`src/hw/rtl/kdef_pkg.sv`:
```
package kdef_pkg;

  localparam int NUM_KEYS  = 2;
  localparam int TIME_BITS = 32;
  localparam int TICK_BITS = 16;
  localparam int NUM_REGS  = 3;

  // opcodes of an input item
  localparam logic [1:0] OP_TICK  = 2'd0;
  localparam logic [1:0] OP_READ  = 2'd1;
  localparam logic [1:0] OP_CLEAR = 2'd2;

  // event codes
  localparam logic [1:0] EV_NONE    = 2'd0;
  localparam logic [1:0] EV_PRESS   = 2'd1;
  localparam logic [1:0] EV_RELEASE = 2'd2;
  localparam logic [1:0] EV_LONG    = 2'd3;

  // register indexes
  localparam logic [1:0] REG_LONG_TICKS = 2'd0;
  localparam logic [1:0] REG_LONG_EN    = 2'd1;
  localparam logic [1:0] REG_LEVEL_MASK = 2'd2;

  typedef enum logic [1:0] {
    PH_POLL    = 2'd0,
    PH_CONFIRM = 2'd1,
    PH_HELD    = 2'd2
  } kdef_phase_t;

  typedef struct packed {
    logic [1:0]           opcode;
    logic [NUM_KEYS-1:0]  key_levels;
    logic [TIME_BITS-1:0] now_time;
    logic                 key_select;
  } kdef_in_t;

  typedef struct packed {
    logic       event_key;
    logic [1:0] event_code;
  } kdef_out_t;

  typedef struct packed {
    logic [TICK_BITS-1:0] long_ticks;
    logic                 long_en;
    logic [NUM_KEYS-1:0]  level_mask;
  } kdef_cfg_t;

  typedef struct packed {
    logic                 tick;
    logic                 rd;
    logic                 clr;
    logic                 pressed;
    logic [TIME_BITS-1:0] now_time;
  } kdef_key_cmd_t;

endpackage

```
`src/hw/rtl/kdef_ram.sv`:
```
module kdef_ram #(
  parameter int WIDTH = 2,
  parameter int DEPTH = 16
) (
  input  logic                     clk,
  input  logic                     we,
  input  logic [$clog2(DEPTH)-1:0] waddr,
  input  logic [WIDTH-1:0]         wdata,
  input  logic                     re,
  input  logic [$clog2(DEPTH)-1:0] raddr,
  output logic [WIDTH-1:0]         rdata
);

  logic [WIDTH-1:0] mem [DEPTH];
  logic [WIDTH-1:0] rdata_r;

  always_ff @(posedge clk) begin
    if (we) begin
      mem[waddr] <= wdata;
    end
    if (re) begin
      rdata_r <= mem[raddr];
    end
  end

  assign rdata = rdata_r;

endmodule

```
`src/hw/rtl/kdef_cfg.sv`:
```
module kdef_cfg
  import kdef_pkg::*;
(
  input  logic        clk,
  input  logic        rst_n,
  input  logic        psel,
  input  logic        penable,
  input  logic        pwrite,
  input  logic [3:0]  paddr,
  input  logic [31:0] pwdata,
  output logic [31:0] prdata,
  output kdef_cfg_t   cfg
);

  kdef_cfg_t  cfg_r;
  logic [1:0] idx;
  logic       wr;

  assign idx = paddr[3:2];
  assign wr  = psel && penable && pwrite;

  always_ff @(posedge clk) begin
    if (!rst_n) begin
      cfg_r.long_ticks <= TICK_BITS'(1000);
      cfg_r.long_en    <= 1'b1;
      cfg_r.level_mask <= '0;
    end else if (wr) begin
      unique case (idx)
        REG_LONG_TICKS: cfg_r.long_ticks <= pwdata[TICK_BITS-1:0];
        REG_LONG_EN:    cfg_r.long_en    <= pwdata[0];
        REG_LEVEL_MASK: cfg_r.level_mask <= pwdata[NUM_KEYS-1:0];
        default: ;
      endcase
    end
  end

  always_comb begin
    prdata = '0;
    unique case (idx)
      REG_LONG_TICKS: prdata[TICK_BITS-1:0] = cfg_r.long_ticks;
      REG_LONG_EN:    prdata[0]             = cfg_r.long_en;
      REG_LEVEL_MASK: prdata[NUM_KEYS-1:0]  = cfg_r.level_mask;
      default: ;
    endcase
  end

  assign cfg = cfg_r;

endmodule

```
`src/hw/rtl/kdef_key.sv`:
```
module kdef_key
  import kdef_pkg::*;
#(
  parameter int FIFO_DEPTH = 16
) (
  input  logic          clk,
  input  logic          rst_n,
  input  kdef_cfg_t     cfg,
  input  kdef_key_cmd_t cmd,
  output logic          empty,
  output logic [1:0]    rd_data
);

  localparam int PTR_W = $clog2(FIFO_DEPTH);
  localparam logic [PTR_W-1:0] PTR_LAST = PTR_W'(FIFO_DEPTH - 1);

  kdef_phase_t          phase_r, phase_nxt;
  logic [TIME_BITS-1:0] hold_r, hold_nxt;
  logic [PTR_W-1:0]     wr_slot_r, wr_slot_nxt;
  logic [PTR_W-1:0]     rd_slot_r, rd_slot_nxt;
  logic [TIME_BITS-1:0] held;
  logic                 push;
  logic [1:0]           push_code;
  logic                 pop;

  assign held  = cmd.now_time - hold_r;
  assign empty = (rd_slot_r == wr_slot_r);
  assign pop   = cmd.rd && !empty;

  always_ff @(posedge clk) begin
    if (!rst_n) begin
      phase_r   <= PH_POLL;
      hold_r    <= '0;
      wr_slot_r <= '0;
      rd_slot_r <= '0;
    end else begin
      phase_r   <= phase_nxt;
      hold_r    <= hold_nxt;
      wr_slot_r <= wr_slot_nxt;
      rd_slot_r <= rd_slot_nxt;
    end
  end

  always_comb begin
    phase_nxt = phase_r;
    hold_nxt  = hold_r;
    push      = 1'b0;
    push_code = EV_NONE;
    if (cmd.tick) begin
      unique case (phase_r)
        PH_CONFIRM: begin
          if (cmd.pressed) begin
            push      = 1'b1;
            push_code = EV_PRESS;
            phase_nxt = PH_HELD;
          end else begin
            phase_nxt = PH_POLL;
          end
        end
        PH_HELD: begin
          if (!cmd.pressed) begin
            push      = 1'b1;
            push_code = EV_RELEASE;
            phase_nxt = PH_POLL;
          end else if (cfg.long_en &&
                       held >= TIME_BITS'(cfg.long_ticks)) begin
            push      = 1'b1;
            push_code = EV_LONG;
            hold_nxt  = cmd.now_time;
          end
        end
        default: begin
          phase_nxt = PH_POLL;
          if (cmd.pressed) begin
            phase_nxt = PH_CONFIRM;
            hold_nxt  = cmd.now_time;
          end
        end
      endcase
    end
  end

  always_comb begin
    wr_slot_nxt = wr_slot_r;
    rd_slot_nxt = rd_slot_r;
    if (cmd.clr) begin
      wr_slot_nxt = '0;
      rd_slot_nxt = '0;
    end else begin
      if (push) begin
        wr_slot_nxt = (wr_slot_r == PTR_LAST) ? '0 : wr_slot_r + 1'b1;
      end
      if (pop) begin
        rd_slot_nxt = (rd_slot_r == PTR_LAST) ? '0 : rd_slot_r + 1'b1;
      end
    end
  end

  // reads and writes come from different items, so never in the same cycle
  kdef_ram #(
    .WIDTH (2),
    .DEPTH (FIFO_DEPTH)
  ) u_ram (
    .clk   (clk),
    .we    (push),
    .waddr (wr_slot_r),
    .wdata (push_code),
    .re    (pop),
    .raddr (rd_slot_r),
    .rdata (rd_data)
  );

endmodule

```
`src/hw/rtl/key_debounce_event_fifo.sv`:
```
// channel   direction  handshake            payload
// in_       input      in_valid / in_stall  kdef_in_t  (opcode, levels, time, key)
// out_      output     out_valid/out_stall  kdef_out_t (event_key, event_code)
// cfg_      apb        psel/penable/pready  32-bit registers at 0x0, 0x4, 0x8
//
// one item per cycle while in_stall is low; a read result passes the read stage
// (event ram read) and then the output register
// ticks and clears give no result
// reset (synchronous, rst_n low) sets every key to poll and empties all fifos
// in_stall rises only when both the ram read stage and the output register
// hold results and the output side is stalled
module key_debounce_event_fifo
  import kdef_pkg::*;
#(
  parameter int FIFO_DEPTH = 16
) (
  input  logic        clk,
  input  logic        rst_n,
  input  logic        in_valid,
  output logic        in_stall,
  input  kdef_in_t    in_data,
  output logic        out_valid,
  input  logic        out_stall,
  output kdef_out_t   out_data,
  input  logic        cfg_psel,
  input  logic        cfg_penable,
  input  logic        cfg_pwrite,
  input  logic [3:0]  cfg_paddr,
  input  logic [31:0] cfg_pwdata,
  output logic [31:0] cfg_prdata,
  output logic        cfg_pready
);

  kdef_cfg_t     cfg;
  kdef_key_cmd_t key_cmd   [NUM_KEYS];
  logic          key_empty [NUM_KEYS];
  logic [1:0]    key_rdata [NUM_KEYS];

  logic      accept;
  logic      is_tick, is_read, is_clear;
  logic      sel_empty;

  // read stage: holds the read while the ram data is registered
  logic      rs_valid_r, rs_valid_nxt;
  logic      rs_key_r;
  logic      rs_hit_r;
  logic      rs_move;

  // output register
  logic      out_valid_r, out_valid_nxt;
  kdef_out_t out_data_r;

  assign cfg_pready = 1'b1;

  kdef_cfg u_cfg (
    .clk     (clk),
    .rst_n   (rst_n),
    .psel    (cfg_psel),
    .penable (cfg_penable),
    .pwrite  (cfg_pwrite),
    .paddr   (cfg_paddr),
    .pwdata  (cfg_pwdata),
    .prdata  (cfg_prdata),
    .cfg     (cfg)
  );

  assign rs_move  = rs_valid_r && (!out_valid_r || !out_stall);
  assign in_stall = rs_valid_r && out_valid_r && out_stall;
  assign accept   = in_valid && !in_stall;

  assign is_tick  = accept && (in_data.opcode == OP_TICK);
  assign is_read  = accept && (in_data.opcode == OP_READ);
  assign is_clear = accept && (in_data.opcode == OP_CLEAR);

  for (genvar k = 0; k < NUM_KEYS; k++) begin : g_key
    always_comb begin
      key_cmd[k].tick     = is_tick;
      key_cmd[k].rd       = is_read && (in_data.key_select == 1'(k));
      key_cmd[k].clr      = is_clear && (in_data.key_select == 1'(k));
      // pressed when the raw level matches the key's mask bit
      key_cmd[k].pressed  = !(in_data.key_levels[k] ^ cfg.level_mask[k]);
      key_cmd[k].now_time = in_data.now_time;
    end

    kdef_key #(
      .FIFO_DEPTH (FIFO_DEPTH)
    ) u_key (
      .clk     (clk),
      .rst_n   (rst_n),
      .cfg     (cfg),
      .cmd     (key_cmd[k]),
      .empty   (key_empty[k]),
      .rd_data (key_rdata[k])
    );
  end

  assign sel_empty = key_empty[in_data.key_select];

  always_comb begin
    rs_valid_nxt = rs_valid_r;
    if (accept) begin
      rs_valid_nxt = is_read;
    end else if (rs_move) begin
      rs_valid_nxt = 1'b0;
    end
  end

  always_comb begin
    out_valid_nxt = out_valid_r;
    if (rs_move) begin
      out_valid_nxt = 1'b1;
    end else if (!out_stall) begin
      out_valid_nxt = 1'b0;
    end
  end

  always_ff @(posedge clk) begin
    if (!rst_n) begin
      rs_valid_r  <= 1'b0;
      out_valid_r <= 1'b0;
    end else begin
      rs_valid_r  <= rs_valid_nxt;
      out_valid_r <= out_valid_nxt;
    end
  end

  // payload registers, no reset needed
  always_ff @(posedge clk) begin
    if (is_read) begin
      rs_key_r <= in_data.key_select;
      rs_hit_r <= !sel_empty;
    end
    if (rs_move) begin
      out_data_r.event_key  <= rs_key_r;
      // an empty fifo reads as none; the ram holds its data while stalled
      out_data_r.event_code <= rs_hit_r ? key_rdata[rs_key_r] : EV_NONE;
    end
  end

  assign out_valid = out_valid_r;
  assign out_data  = out_data_r;

endmodule

```
`config.mk`:
```
export PLATFORM = sky130hd
export DESIGN_NAME = key_debounce_event_fifo
export DESIGN_NICKNAME = d
export VERILOG_FILES = /design/src/hw/rtl/kdef_pkg.sv /design/src/hw/rtl/kdef_ram.sv /design/src/hw/rtl/kdef_cfg.sv /design/src/hw/rtl/kdef_key.sv /design/src/hw/rtl/key_debounce_event_fifo.sv
export SDC_FILE = /design/constraint.sdc
export NUM_CORES = 1
export LEC_CHECK = 0
export ABC_AREA = 1
export BUFFER_PORTS_ARGS = -buffer_cell sky130_fd_sc_hd__buf_2
export CAP_MARGIN = 15
export CORE_MARGIN = 1
export CORE_UTILIZATION = 35
export DETAILED_ROUTE_END_ITERATION = 10
export HOLD_SLACK_MARGIN = 0.06
export PLACE_DENSITY = 0.6
export SLEW_MARGIN = 15
export SYNTH_ARGS = -nofsm -noshare
export SYNTH_HDL_FRONTEND = slang
export SYNTH_HIERARCHICAL = 1
export SYNTH_SLANG_ARGS = --single-unit
```
`constraint.sdc`:
```
create_clock -name clk -period 3.95 [get_ports clk]
set_input_delay 0.5925 -clock clk [delete_from_list [all_inputs] [get_ports clk]]
set_output_delay 0.5925 -clock clk [all_outputs]
set_load 0.05 [all_outputs]
```
; ---- Word level (Yosys, flattened, before mapping)
; Memory sizes are Yosys's and may differ from the RTL's. A register that Yosys moved wholly into a read port is not among the register bits.
; Index checks and enable logic that the tools add are counted.
[classes]
addsub = 6
order_cmp = 4
eq_ne = 19
muxes = 55
n_bitwise = 10
n_reduce_logical = 36
[op_table]
columns = op, count
row1 = 2-to-1 mux 32 bit, 6
row2 = one-hot mux 32 bit (2 select lines), 2
row3 = greater-or-equal comparator 32 x 16 -> 1 bit, 2
row4 = subtractor 32 bit, 2
row5 = 2-to-1 mux 2 bit, 13
row6 = 2-to-1 mux 1 bit, 21
row7 = logical AND 1 bit, 17
row8 = "adder 4 x 1 -> 4 bit, second input constant", 4
row9 = "equality test 4 bit, second input constant", 4
row10 = 2-to-1 mux 4 bit, 4
row11 = one-hot mux 2 bit (2 select lines), 4
row12 = 2-to-1 mux 14 bit, 1
row13 = AND reduction 2 bit, 5
row14 = "equality test 2 x 1 -> 1 bit, second input constant", 4
row15 = "equality test 2 bit, second input constant", 4
row16 = equality test 4 bit, 2
row17 = AND reduction 4 bit, 2
row18 = zero test 1 bit, 6
row19 = "inequality test 2 x 1 -> 1 bit, second input constant", 3
row20 = inverter 1 bit, 6
row21 = one-hot mux 1 bit (2 select lines), 3
row22 = "greater-or-equal comparator 2 bit, second input constant", 2
row23 = zero test 2 bit, 2
row24 = "inequality test 2 bit, second input constant", 2
row25 = 6 further kinds, 9
[word_totals]
register_bits = 110
ramBits = 64
in_bits = 80
output_inout_bits = 38
wordCells = 149
mem_count = 2
[memory_table]
columns = name, depth, word_bits, rd, rd_clocked_by_memory_dff, wr, line_no
row1 = g_key[0].u_key.u_ram.mem, 16, 2, 1, 1, 1, kdef_ram.sv:14  ; logic [WIDTH-1:0] mem [DEPTH];
row2 = g_key[1].u_key.u_ram.mem, 16, 2, 1, 1, 1, kdef_ram.sv:14

; ---- Logic depth before layout (Yosys ltp)
; Gate-level depths: netlist (run 1).
[depth]
depth_word = 9
ltp_mapped = 29
ltp_nobuf = 28

; ---- Cells and area by module
; Netlist (run 1), hierarchy kept.
[by_module_without_submodules]
columns = mod, instances, cells_each, area_per_inst_um2, seq_area_each_um2
row1 = kdef_key, 2, 868, 4929.7, 840.8
row2 = kdef_ram, 2, 159, 1551.5, 1021.0
row3 = kdef_cfg, 1, 169, 1068.5, 380.4
row4 = key_debounce_event_fifo, 1, 42, 379.1, 190.2

; ---- Worst setup path after synthesis (run 1)
; Ideal clock, no wire load.
[synth_timing]
kind = input-to-reg
start = in in_data[1] in the netlist's numbering
end = mem g_key[0].u_key.u_ram.mem[4][0] (enable)
setup_ns = 0.248
arrival_time_ns = 3.362
required_time_ns = 3.702
setup_slack_ns = 0.340
cell_stages = 26
path_buffers = 0
cell_sequence = inv_1 -> ha_1 -> fa_1 -> inv_1 -> nand2_1 -> nand3_1 -> nand2_1 -> nand2_2 -> xor2_1 -> ha_1 -> nand2_1 -> nor2_1 -> a211oi_1 -> nand2_1 -> nor2_1 -> nand2_1 -> nor2_2 -> nand2_1 -> nor2_1 -> nand2_1 -> nand2_2 -> nand2_1 -> nand2_1 -> nand2_1 -> nand3b_1 -> nor2_1
[synth_via]
elab_chain_len = 9
[synth_lines]
columns = element, line_no
row1 = from (decl), key_debounce_event_fifo.sv:21  ; input kdef_in_t in_data,
row2 = subtractor 32 bit, kdef_key.sv:26  ; assign held = cmd.now_time - hold_r;
row3 = greater-or-equal comparator 32 x 16 -> 1 bit, kdef_key.sv:66  ; held >= TIME_BITS'(cfg.long_ticks)) begin
row4 = logical AND 1 bit, kdef_key.sv:65  ; end else if (cfg.long_en &&
row5 = 2-to-1 mux 1 bit, kdef_key.sv:65
row6 = 2-to-1 mux 1 bit, kdef_key.sv:61  ; if (!cmd.pressed) begin
row7 = one-hot mux 1 bit (2 select lines), kdef_key.sv:50  ; unique case (phase_r)
row8 = 2-to-1 mux 1 bit, kdef_key.sv:49  ; if (cmd.tick) begin
row9 = via g_key[0].u_key.push, kdef_key.sv:22  ; logic push;
row10 = 2-to-1 mux 1 bit, kdef_ram.sv:18  ; if (we) begin
row11 = 2-to-1 mux 1 bit (implied by the code), kdef_ram.sv:19  ; mem[waddr] <= wdata;
row12 = to (decl), kdef_ram.sv:14
; The timed path passes the listed nets, and every way through them passes these cells.

; ---- Worst setup path in the final report (run 1)
[layout_timing]
start = reg g_key[0].u_key.hold_r[4]
end = mem g_key[0].u_key.u_ram.mem[7][1], data pin
[layout_via]
elab_chain_len = 7
[layout_lines]
columns = element, line_no
row1 = from (decl), kdef_key.sv:18  ; logic [TIME_BITS-1:0] hold_r, hold_nxt;
row2 = from (signal assigned), kdef_key.sv:38  ; hold_r <= hold_nxt;
row3 = subtractor 32 bit, kdef_key.sv:26
row4 = greater-or-equal comparator 32 x 16 -> 1 bit, kdef_key.sv:66
row5 = logical AND 1 bit, kdef_key.sv:65
row6 = 2-to-1 mux 2 bit, kdef_key.sv:65
row7 = 2-to-1 mux 2 bit, kdef_key.sv:61
row8 = one-hot mux 2 bit (2 select lines), kdef_key.sv:50
row9 = 2-to-1 mux 2 bit, kdef_key.sv:49
row10 = via g_key[0].u_key.push_code[1], kdef_key.sv:23  ; logic [1:0] push_code;
; The timed path passes the listed nets, and every way through them passes these cells.

==> results of run 1 <==
-- metal layers --
layer  GRT usage, %  routed length (µm)  up-vias
met3           2.91                1390       46
li1               -                   -     7268
met1           23.5               17400     6282
met5              0                   0        -
met2           33.5               19000      235
met4           6.11                 840        0
-- registers in the layout, summed over array words and instances, names as in the netlist, 3 cells and up --
name	count
g_key.u_key/hold_r	64
g_key.u_key/u_ram/mem	64
u_cfg/cfg	19
g_key.u_key/rd_slot_r	8
g_key.u_key/wr_slot_r	8
g_key.u_key/phase_r	4
g_key.u_key/u_ram/rdata	4
out_data	3
-- worst reg2reg max path, delay by kind of cell (launching register included) --
family / cells / cell delay [ns]
flip-flops: 1 / 0.35
buffers and inverters: 4 / 0.47
XOR/XNOR: 1 / 0.20
AND/OR/NAND/NOR: 17 / 1.47
adder cells (fa/ha/maj): 2 / 0.59
AO/OA/AOI/OAI: 2 / 0.32
-- repair_timing --
action | CTS | global route
hold buffers | 0 | 0
setup endpoints to repair | 0 | 139
resized for setup | 0 | 42
setup buffers | 0 | 2
-- area by class of cell --
cell class,instances,share of cell area [%]
inverter,489,10.8
multi-input combinational,1564,47.4
timing repair buffer,219,9.15
sequential,178,25.1
clock buffer,17,2.49
tap,525,3.84
clock inverter,15,1.17
-- through the flow --
stage	power (mW)	area, µm²	setup TNS [ns]	util [%]
final	5.02	17100	0	42.5
after floorplan	2.85	14500	0	-
after global placement	3.24	16300	-24.47	40.4
after detailed placement	3.26	16300	-25.28	40.4
after CTS	5.04	16900	0	42.0
after global routing	5.31	17100	-0.0171	42.5
-- worst paths after layout --
path                             start                        endpoint  cells after the start
max           g_key[0].u_key/hold_r[4]  g_key[0].u_key/u_ram/mem[7][1]                     26
min reg2reg  g_key[0].u_key/hold_r[14]       g_key[0].u_key/hold_r[14]                      2
max reg2reg   g_key[0].u_key/hold_r[4]  g_key[0].u_key/u_ram/mem[7][1]                     26
min                      cfg_pwdata[9]                   u_cfg/cfg[12]                      3
-- cell usage in the layout, fill, tap and decap left out, drive strengths merged, types with 38 or more instances in the layout --
| master | count |
|---|---|
| buf | 219 |
| inv | 490 |
| o21ai | 77 |
| xor2 | 38 |
| nor2 | 344 |
| ha | 102 |
| nand3 | 151 |
| a21oi | 61 |
| edfxtp | 73 |
| nand2 | 698 |
| dfxtp | 105 |
-- cell families after synthesis --
group	Yosys count
xor gates and xnor gates	42
other	2
buffers and inverters	538
DFF	178
AOI/OAI and AO/OA	158
adders and majority gates	104
and+or+nand+nor	1242
muxes	1
-- power by group through the flow --
stage	Clock (mW)	Combinational, mW	Sequential [mW]
after floorplan	0	0.857	1.99
after global placement	0	1.24	2.00
after detailed placement	0	1.26	2.00
after CTS	1.81	1.27	1.96
after global routing	1.89	1.47	1.96
final	1.77	1.29	1.96
==> key figures, run 1 <==
Outcome
  – Status: completed

Worst setup path
  – Worst Setup End Kind: register
  – Worst reg2reg setup slack: 0.32 ns
  – Data arrival time of the critical path: 3.85 ns
  – Critical Path Max Stage Delay: 0.35 ns
  – Delay-heaviest family, CP: simple AND/OR/NAND/NOR gates
  – WP buf/inv: 4
  – Critical Path RT: 4.17 ns
  – Startpoint type of the worst setup path: register
  – Critical path's slowest cell: dfxtp_1
  – Crit path top cell by count: nand2_1
  – CP max FO: 16
  – Critical path class: reg -> reg

Run
  – Max-cap violations: 0

Power and ir drop
  – Peak supply drop: 0.324 mV
  – P_int: 3.31 mW
  – Power per cell area: 293 nW/µm²
  – Switching Share: 34.0%
  – Sequential Power Share: just under 40%
  – Gate power share: between 20% and 30%
  – Clock network fraction of total power: 35.2%
  – Leakage power: 8.92 nW
  – NetSw: 1.70 mW

Synthesis
  – Synth warnings: 6
  – Post-synthesis mux area share: less than 1%
  – Fraction of registers with async set/reset: 0%
  – Part of the Yosys area used for sequential elements: 29.8%
  – Synth top area share: around 17%
  – Compound-Gate Fraction of Synth Area: 5.89%
  – Post-Syn Area per Cell: approximately 6.4 µm²
  – Synthesized flop and latch total: 178
  – Cells after Synth: 2,265
  – Synth area leader: nand2_1
  – Area share of fa/ha/maj cells after synthesis: 9.13%
  – Post-synth EDFFs: 73
  – Largest family of logic cells by synthesized area: simple AND/OR/NAND/NOR gates
  – Ys flop type: dfxtp_1
  – Top cells by count, synth: nand2_1, inv_1, nor2_1
  – Top post-synthesis cells by area: nand2_1, edfxtp_1, dfxtp_1
  – Cell area after synthesis: 14,400 µm²
  – Simple-Gate Fraction of Synth Area: 37.0%
  – Synth unique cells: 43
  – Xor/xnor share of the synthesized area: 2.55%
  – Count leader, synth: nand2_1

Hold path
  – Hold WC Path Type: in -> reg

Clock tree
  – Latest clock arrival within the worst-skew pair: around 0.47 ns
  – TritonCTS clock tree: built
  – Clock root buffer: clkbuf_16
  – CTS max path bufs: 2
  – CTS buffer count: 17
  – Clock transition at the registers of the reported paths: around 0.08 ns
  – Clk sink count: 178
  – H-tree Lvls: 4

Timing
  – Final hold slack: between 0.3 and 0.4 ns
  – Pins over their slew limit: 0
  – Final Skew: 0.0215 ns
  – Fmax: between 200 and 300 MHz
  – Setup violators final: 0
  – Slew @ Worst Pin: 0.807 ns
  – Final hold viol count: 0
  – Relative slew slack: 46.0%
  – Post-route minimum period: about 3.6 ns
  – Period utilisation layout: 91.8%
  – Final setup margin: 0.322 ns

Detailed routing
  – Via count: 13,800
  – WL per Instance: 12.8 µm
  – Initial DRT Pass Iterations: 6
  – First DRT Iteration DRCs: 762
  – Via density: 4.60
  – Drc violations: 0
  – Routed WL: between 30,000 and 40,000 µm
  – Final ANT Viol Nets: 0

Placement
  – Pre-CTS WS: -0.279 ns
  – RD Place Congestion: 0.916
  – Post-DP HPWL: 30,600 µm
  – I/O Buffers: 82
  – Placed insts: ~3,000

Global route
  – Initial antenna violation count: 0
  – Largest net degree at the start of global routing: 57
  – Total GRT Usage: 19.0%
  – First-pass GRT wire length: about 63,000 µm
  – Vias in the first global route: ~13,000
  – Grt ovf: 0

Die
  – Die Y: 205 µm
  – CORE AREA: 40,200 µm²
  – Starting Density: 35.9%
  – DIE AREA: between 40,000 and 50,000 µm²
  – Row cnt: 73
  – Boundary Pins: approximately 120
  – Die X: 205 µm

Layout
  – Final nets: 2,653
  – Fillcell total: 4,240
  – Final non-filler cell total: between 3,000 and 4,000
  – Area grow syn2layout: 18.6%
  – Area taken by multi-input logic gates: between 8000 and 9000 µm²
  – N_diodes: 0
  – Layout cell share with drive strength beyond 1: between 10% and 20%
  – Register area: 4300 µm²
(Power assumes the default switching activity.)
==> run 2: changes to the inputs <==
CTS_CLUSTER_DIAMETER = 40   (was default)
clock period = 3.51 ns   (was 3.95 ns; I/O delays follow)
==> key figures, run 2 (synthesized netlist as in run 1, its figures left out) <==
Outcome
  – Status: finished, violations left (was completed)
  – Failing checks: setup timing

Die
  – Die X: 205 µm (unchanged)
  – Starting Density: 35.9% (unchanged)
  – Row cnt: 73 (unchanged)
  – DIE AREA: 42,000 µm² (unchanged)
  – Die Y: 205 µm (unchanged)
  – CORE AREA: 40,200 µm² (unchanged)
  – Boundary Pins: 118 (unchanged)

Global route
  – Vias in the first global route: 13,500 (was 13,200)
  – Gr busiest metal: met2 (unchanged)
  – Initial antenna violation count: 0 (unchanged)
  – GRT met1 Usage: 24.4% (was 23.5%)
  – GRT met3 Usage: 2.66% (was 2.91%)
  – Grt ovf: 0 (unchanged)
  – Total GRT Usage: 19.9% (was 19.0%)
  – First-pass GRT wire length: 65,700 µm (was 63,300 µm)
  – Met2 usage: 35.1% (was 33.5%)
  – Largest net degree at the start of global routing: 77 (was 57)

Layout
  – Final non-filler cell total: 3,106 (was 3,007)
  – N_diodes: 0 (unchanged)
  – Layout cell share with drive strength beyond 1: 28.2% (was 17.0%)
  – Area grow syn2layout: 31.4% (was 18.6%)
  – Final nets: 2,752 (was 2,653)
  – Fillcell total: 4,021 (was 4,240)
  – Commonest non-fill, non-tap cells in the layout: nand2_1, inv_1, nor2_1 (unchanged)
  – Commonest non-fill, non-tap cell in the layout: nand2_1 (unchanged)
  – Fin util: 47.1% (was 42.5%)

Clock tree
  – H-tree Lvls: 4 (unchanged)
  – Cts hold-fix bufs: 0 (unchanged)
  – TritonCTS clock tree: built (unchanged)
  – CTS max path bufs: 2 (unchanged)
  – Clk sink count: 178 (unchanged)
  – CTS buffer count: 17 (unchanged)
  – Clock transition at the registers of the reported paths: 0.07 ns (was 0.08 ns)
  – Clock root buffer: clkbuf_16 (unchanged)
  – Latest clock arrival within the worst-skew pair: 0.47 ns (about the same)

Worst setup path
  – Critical Path Max Stage Delay: 0.33 ns (was 0.35 ns)
  – Critical Path RT: 3.69 ns (was 4.17 ns)
  – Critical path class: reg -> reg (unchanged)
  – Crit path top cell by count: nand2_1 (unchanged)
  – Worst reg2reg setup slack: -0.04 ns (was 0.32 ns)
  – Worst Setup End Kind: register (unchanged)
  – Reg2Reg Depth: 26 (unchanged)
  – Critical path's slowest cell: dfxtp_2 (was dfxtp_1)
  – RR Startpoint: g_key[1].u_key/hold_r[3] (was g_key[0].u_key/hold_r[4])
  – CP max FO: 5 (was 16)
  – Data arrival time of the critical path: 3.73 ns (was 3.85 ns)
  – Reg2reg end: g_key[1].u_key/u_ram/mem[4][0] (was g_key[0].u_key/u_ram/mem[7][1])
  – Startpoint type of the worst setup path: register (unchanged)

Timing
  – Fmax: 281 MHz (was 276 MHz)
  – Final setup margin: -0.0445 ns (was 0.322 ns)
  – Slew @ Worst Pin: 0.853 ns (was 0.807 ns)
  – RSZ-0062 raised after global routing: yes
  – Final hold viol count: 0 (unchanged)
  – Setup violators final: 36 (was 0)
  – Final hold slack: 0.276 ns (was 0.331 ns)
  – Pins over their slew limit: 0 (unchanged)
  – Post-route minimum period: 3.55 ns (was 3.63 ns)
  – Final Skew: 0.0148 ns (was 0.0215 ns)
  – Period utilisation layout: 101% (was 91.8%)
  – Relative slew slack: 42.9% (was 46.0%)

Placement
  – RD Place Congestion: 0.923 (was 0.916)
  – I/O Buffers: 82 (unchanged)
  – Placed insts: 3,016 (was 2,973)
  – Post-DP HPWL: 31,100 µm (was 30,600 µm)
  – Pre-CTS WS: -0.575 ns (was -0.279 ns)

Run
  – Max-cap violations: 0 (unchanged)

Power and ir drop
  – Switching Share: 34.1% (was 34.0%)
  – Gate power share: 30.6% (was 25.8%)
  – Leakage power: 9.64 nW (was 8.92 nW)
  – NetSw: 2.01 mW (was 1.70 mW)
  – Clock network fraction of total power: 31.9% (was 35.2%)
  – P_int: 3.87 mW (was 3.31 mW)
  – Final Power: 5.88 mW (was 5.02 mW)
  – Peak supply drop: 0.342 mV (was 0.324 mV)
  – Sequential Power Share: 37.5% (was 39.0%)
  – Power per cell area: 310 nW/µm² (was 293 nW/µm²)

Hold path
  – Hold path startpoint: cfg_pwdata[5] (was cfg_pwdata[9])
  – Hold Path Cell Cnt: 3 (unchanged)
  – Hold WC Path Type: in -> reg (unchanged)
  – Hold EP: u_cfg/cfg[8] (was u_cfg/cfg[12])

Detailed routing
  – Via density: 4.66 (was 4.60)
  – Via count: 14,500 (was 13,800)
  – Routed WL: 43,200 µm (was 38,600 µm)
  – Drc violations: 0 (unchanged)
  – Initial DRT Pass Iterations: 5 (was 6)
  – WL per Instance: 13.9 µm (was 12.8 µm)
  – Final ANT Viol Nets: 0 (unchanged)
  – First DRT Iteration DRCs: 904 (was 762)
-- run 2: cell types whose count changed in the layout (fill, tap and decap cells not counted), sizes merged --
cell    before  now
buf        219  314
clkbuf      17   20
clkinv      11    9
inv        490  493
-- run 2: through the flow --
| step | cell area (µm²) | TNS, ns |
|---|---|---|
| after floorplan | 14500 | 0 |
| after global routing | 18900 | -35.40 |
| final | 18900 | -0.797 |
| after global placement | 16500 | -81.06 |
| after CTS | 17900 | -0.167 |
| after detailed placement | 16500 | -91.62 |
-- run 2: power by group through the flow --
stage / Combinational (mW) / Sequential (mW) / Clock, mW
after CTS: 1.61 / 2.20 / 1.92
final: 1.80 / 2.20 / 1.87
after global routing: 1.99 / 2.21 / 2.00
after global placement: 1.45 / 2.25 / 0
after detailed placement: 1.47 / 2.25 / 0
after floorplan: 0.965 / 2.24 / 0
-- run 2: timing repair --
action | 4_1_cts | 5_1_grt
gates resized for setup | 134 | 211
endpoints found under the setup margin | 152 | 200
cloned | 1 | 4
pin swaps | 56 | 107
setup buffers | 33 | 21
-- run 2: worst max-delay path by stage --
stage                                                end  slack (ns)                       from  cells after the start
after floorplan           g_key[1].u_key/u_ram/mem[4][0]        0.01                 in_data[1]                     26
after global placement    g_key[1].u_key/u_ram/mem[9][0]       -0.51                 in_data[1]                     28
after detailed placement  g_key[1].u_key/u_ram/mem[5][0]       -0.57                 in_data[1]                     28
after CTS                 g_key[0].u_key/u_ram/mem[5][0]       -0.04  g_key[0].u_key/hold_r[11]                     29
after global routing      g_key[1].u_key/u_ram/mem[4][0]       -0.28   g_key[1].u_key/hold_r[0]                     26
final                     g_key[1].u_key/u_ram/mem[4][0]       -0.04   g_key[1].u_key/hold_r[3]                     26
-- run 2: layout make-up --
cell class                 instances  area [µm²]  share of cell area [%]
timing repair buffer             317        2410                    12.7
clock inverter                    15         124                   0.654
multi-input combinational       1564        9120                    48.2
inverter                         489        1870                    9.87
timing repair inverter             1        7.51                  0.0396
sequential                       178        4320                    22.8
tap                              525         657                    3.47
clock buffer                      17         425                    2.25
-- run 2: critical path: cells and delay by family (launching register included) --
family / cells / cell delay [ns]
xor gates and xnor gates: 1 / 0.18
buffers and inverters: 3 / 0.21
DFF: 1 / 0.33
and+or+nand+nor: 19 / 1.70
AOI/OAI and AO/OA: 1 / 0.27
adders and majority gates: 2 / 0.54
-- run 2: layer usage --
layer | share of wire (%) | wire length (µm)
met5 | 0 | 0
met2 | 50 | 21400
met3 | 3.3 | 1430
met4 | 3.1 | 1320
met1 | 44 | 19000
==> run 3: changes to the inputs <==
SKIP_CTS_REPAIR_TIMING = 1   (was default)
clock period = 4.2 ns   (was 3.51 ns; I/O delays follow)
==> key figures, run 3 (synthesized netlist as in run 1, its figures left out) <==
Placement
  – Post-Place Cell Area: 15,500 µm² (was 16,500 µm²)
  – Post-DP HPWL: 29,800 µm (was 31,100 µm)
  – Placed insts: 2,879 (was 3,016)
  – RD Place Congestion: 0.927 (was 0.923)
  – I/O Buffers: 82 (unchanged)

Worst setup path
  – Critical path's slowest cell: ha_1 (was dfxtp_2)
  – Startpoint type of the worst setup path: register (unchanged)
  – Delay-heaviest family, CP: simple AND/OR/NAND/NOR gates (unchanged)
  – Data arrival time of the critical path: 3.99 ns (was 3.73 ns)
  – Critical path class: reg -> reg (unchanged)
  – Worst reg2reg setup slack: 0.40 ns (was -0.04 ns)
  – Worst Setup End Kind: register (unchanged)
  – CP max FO: 8 (was 5)
  – Critical Path RT: 4.39 ns (was 3.69 ns)
  – WP buf/inv: 1 (was 3)
  – Critical Path Max Stage Delay: 0.37 ns (was 0.33 ns)
  – Crit path top cell by count: nand2_1 (unchanged)

Detailed routing
  – Drc violations: 0 (unchanged)
  – Routed WL: 37,700 µm (was 43,200 µm)
  – Via count: 13,600 (was 14,500)
  – First DRT Iteration DRCs: 902 (was 904)
  – Final ANT Viol Nets: 0 (unchanged)
  – WL per Instance: 13.0 µm (was 13.9 µm)
  – Initial DRT Pass Iterations: 8 (was 5)
  – Via density: 4.66 (about the same)

Power and ir drop
  – Sequential Power Share: 40.5% (was 37.5%)
  – NetSw: 1.50 mW (was 2.01 mW)
  – Peak supply drop: 0.270 mV (was 0.342 mV)
  – Clock network fraction of total power: 35.5% (was 31.9%)
  – Gate power share: 24.1% (was 30.6%)
  – Final Power: 4.55 mW (was 5.88 mW)
  – P_int: 3.05 mW (was 3.87 mW)
  – Leakage power: 8.42 nW (was 9.64 nW)
  – Switching Share: 32.9% (was 34.1%)
  – Power per cell area: 283 nW/µm² (was 310 nW/µm²)

Timing
  – Slew @ Worst Pin: 0.861 ns (was 0.853 ns)
  – Period utilisation layout: 90.6% (was 101%)
  – Post-Route Setup TNS: 0 ns (was -0.797 ns)
  – Final Skew: 0.0152 ns (was 0.0148 ns)
  – Relative slew slack: 42.5% (was 42.9%)
  – Post-route minimum period: 3.80 ns (was 3.55 ns)
  – Fmax: 263 MHz (was 281 MHz)
  – Setup violators final: 0 (was 36)
  – RSZ-0062 raised after global routing: no (was yes)
  – Final hold viol count: 0 (unchanged)
  – Final hold slack: 0.391 ns (was 0.276 ns)
  – Pins over their slew limit: 0 (unchanged)

Clock tree
  – Clock root buffer: clkbuf_16 (unchanged)
  – Clk sink count: 178 (unchanged)
  – CTS max path bufs: 2 (unchanged)
  – Latest clock arrival within the worst-skew pair: 0.45 ns (was 0.47 ns)
  – Clock transition at the registers of the reported paths: 0.08 ns (was 0.07 ns)
  – CTS buffer count: 17 (unchanged)
  – H-tree Lvls: 4 (unchanged)
  – TritonCTS clock tree: built (unchanged)

Layout
  – Final nets: 2,557 (was 2,752)
  – Fillcell total: 4,300 (was 4,021)
  – Layout cell share with drive strength beyond 1: 12.0% (was 28.2%)
  – N_diodes: 0 (unchanged)
  – Commonest non-fill, non-tap cell in the layout: nand2_1 (unchanged)
  – Final Cell Area: 16,100 µm² (was 18,900 µm²)
  – Final non-filler cell total: 2,911 (was 3,106)
  – Area grow syn2layout: 11.5% (was 31.4%)
  – Commonest non-fill, non-tap cells in the layout: nand2_1, inv_1, nor2_1 (unchanged)

Global route
  – Total GRT Usage: 18.3% (was 19.9%)
  – First-pass GRT wire length: 61,000 µm (was 65,700 µm)
  – Vias in the first global route: 12,900 (was 13,500)
  – Largest net degree at the start of global routing: 60 (was 77)
  – Initial antenna violation count: 0 (unchanged)
  – Grt ovf: 0 (unchanged)

Die
  – Row cnt: 73 (unchanged)
  – Starting Density: 35.9% (unchanged)
  – Die Y: 205 µm (unchanged)
  – DIE AREA: 42,000 µm² (unchanged)
  – CORE AREA: 40,200 µm² (unchanged)
  – Boundary Pins: 118 (unchanged)
  – Die X: 205 µm (unchanged)

Run
  – Max-cap violations: 0 (unchanged)

Outcome
  – Status: completed (was finished, violations left)

Hold path
  – Hold WC Path Type: in -> reg (unchanged)
run 3: cell count changes in the layout (fill, tap and decap cells not counted), sizes merged:
| cell | change |
|---|---|
| buf | -191 |
| clkbuf | -1 |
| clkinv | -3 |
| bufinv | +1 |
| clkinvlp | -1 |
run 3: worst min-delay path, stage by stage:
cell     delay, ns
buf_2         0.08
nand2_1       0.04
nand3_1       0.06
run 3: power groups by stage:
stage / combinational (mW) / sequential (mW) / clock [mW]
5_1_grt: 1.25 / 1.84 / 1.73
3_5_place_dp: 1.08 / 1.88 / 0
3_3_place_gp: 1.07 / 1.88 / 0
4_1_cts: 1.09 / 1.84 / 1.65
6_report: 1.09 / 1.84 / 1.61
2_1_floorplan: 0.806 / 1.87 / 0
run 3: final timing paths:
kind | from | endpoint | depth (start not counted)
setup / recovery | g_key[1].u_key/hold_r[3] | g_key[1].u_key/u_ram/mem[14][0] | 26
hold / removal | cfg_pwdata[9] | u_cfg/cfg[12] | 3
setup reg to reg | g_key[1].u_key/hold_r[3] | g_key[1].u_key/u_ram/mem[14][0] | 26
hold reg to reg | g_key[0].u_key/hold_r[17] | g_key[0].u_key/hold_r[17] | 2
run 3: metal layers:
layer  track usage, %  up-vias  wire [µm]
met5                0        -          0
met4             6.35        0        859
met3             2.42       53       1340
met2             32.5      232      18200
met1             22.5     6192      17300
li1                 -     7082          -
run 3: through the flow:
step	util (%)	setup WS, ns
after CTS	40.0	0.398
final	40.0	0.395
after detailed placement	38.5	-0.0252
after floorplan	-	0.553
after global placement	38.5	-0.0277
after global routing	40.0	0.0400
run 3: layout make-up:
cell class	instances	area, µm²	area share (%)
multi-input combinational	1564	7930	49.4
sequential	178	4290	26.7
inverter	489	1850	11.5
timing repair buffer	123	756	4.70
tap	525	657	4.09
clock buffer	19	433	2.70
clock inverter	13	144	0.896
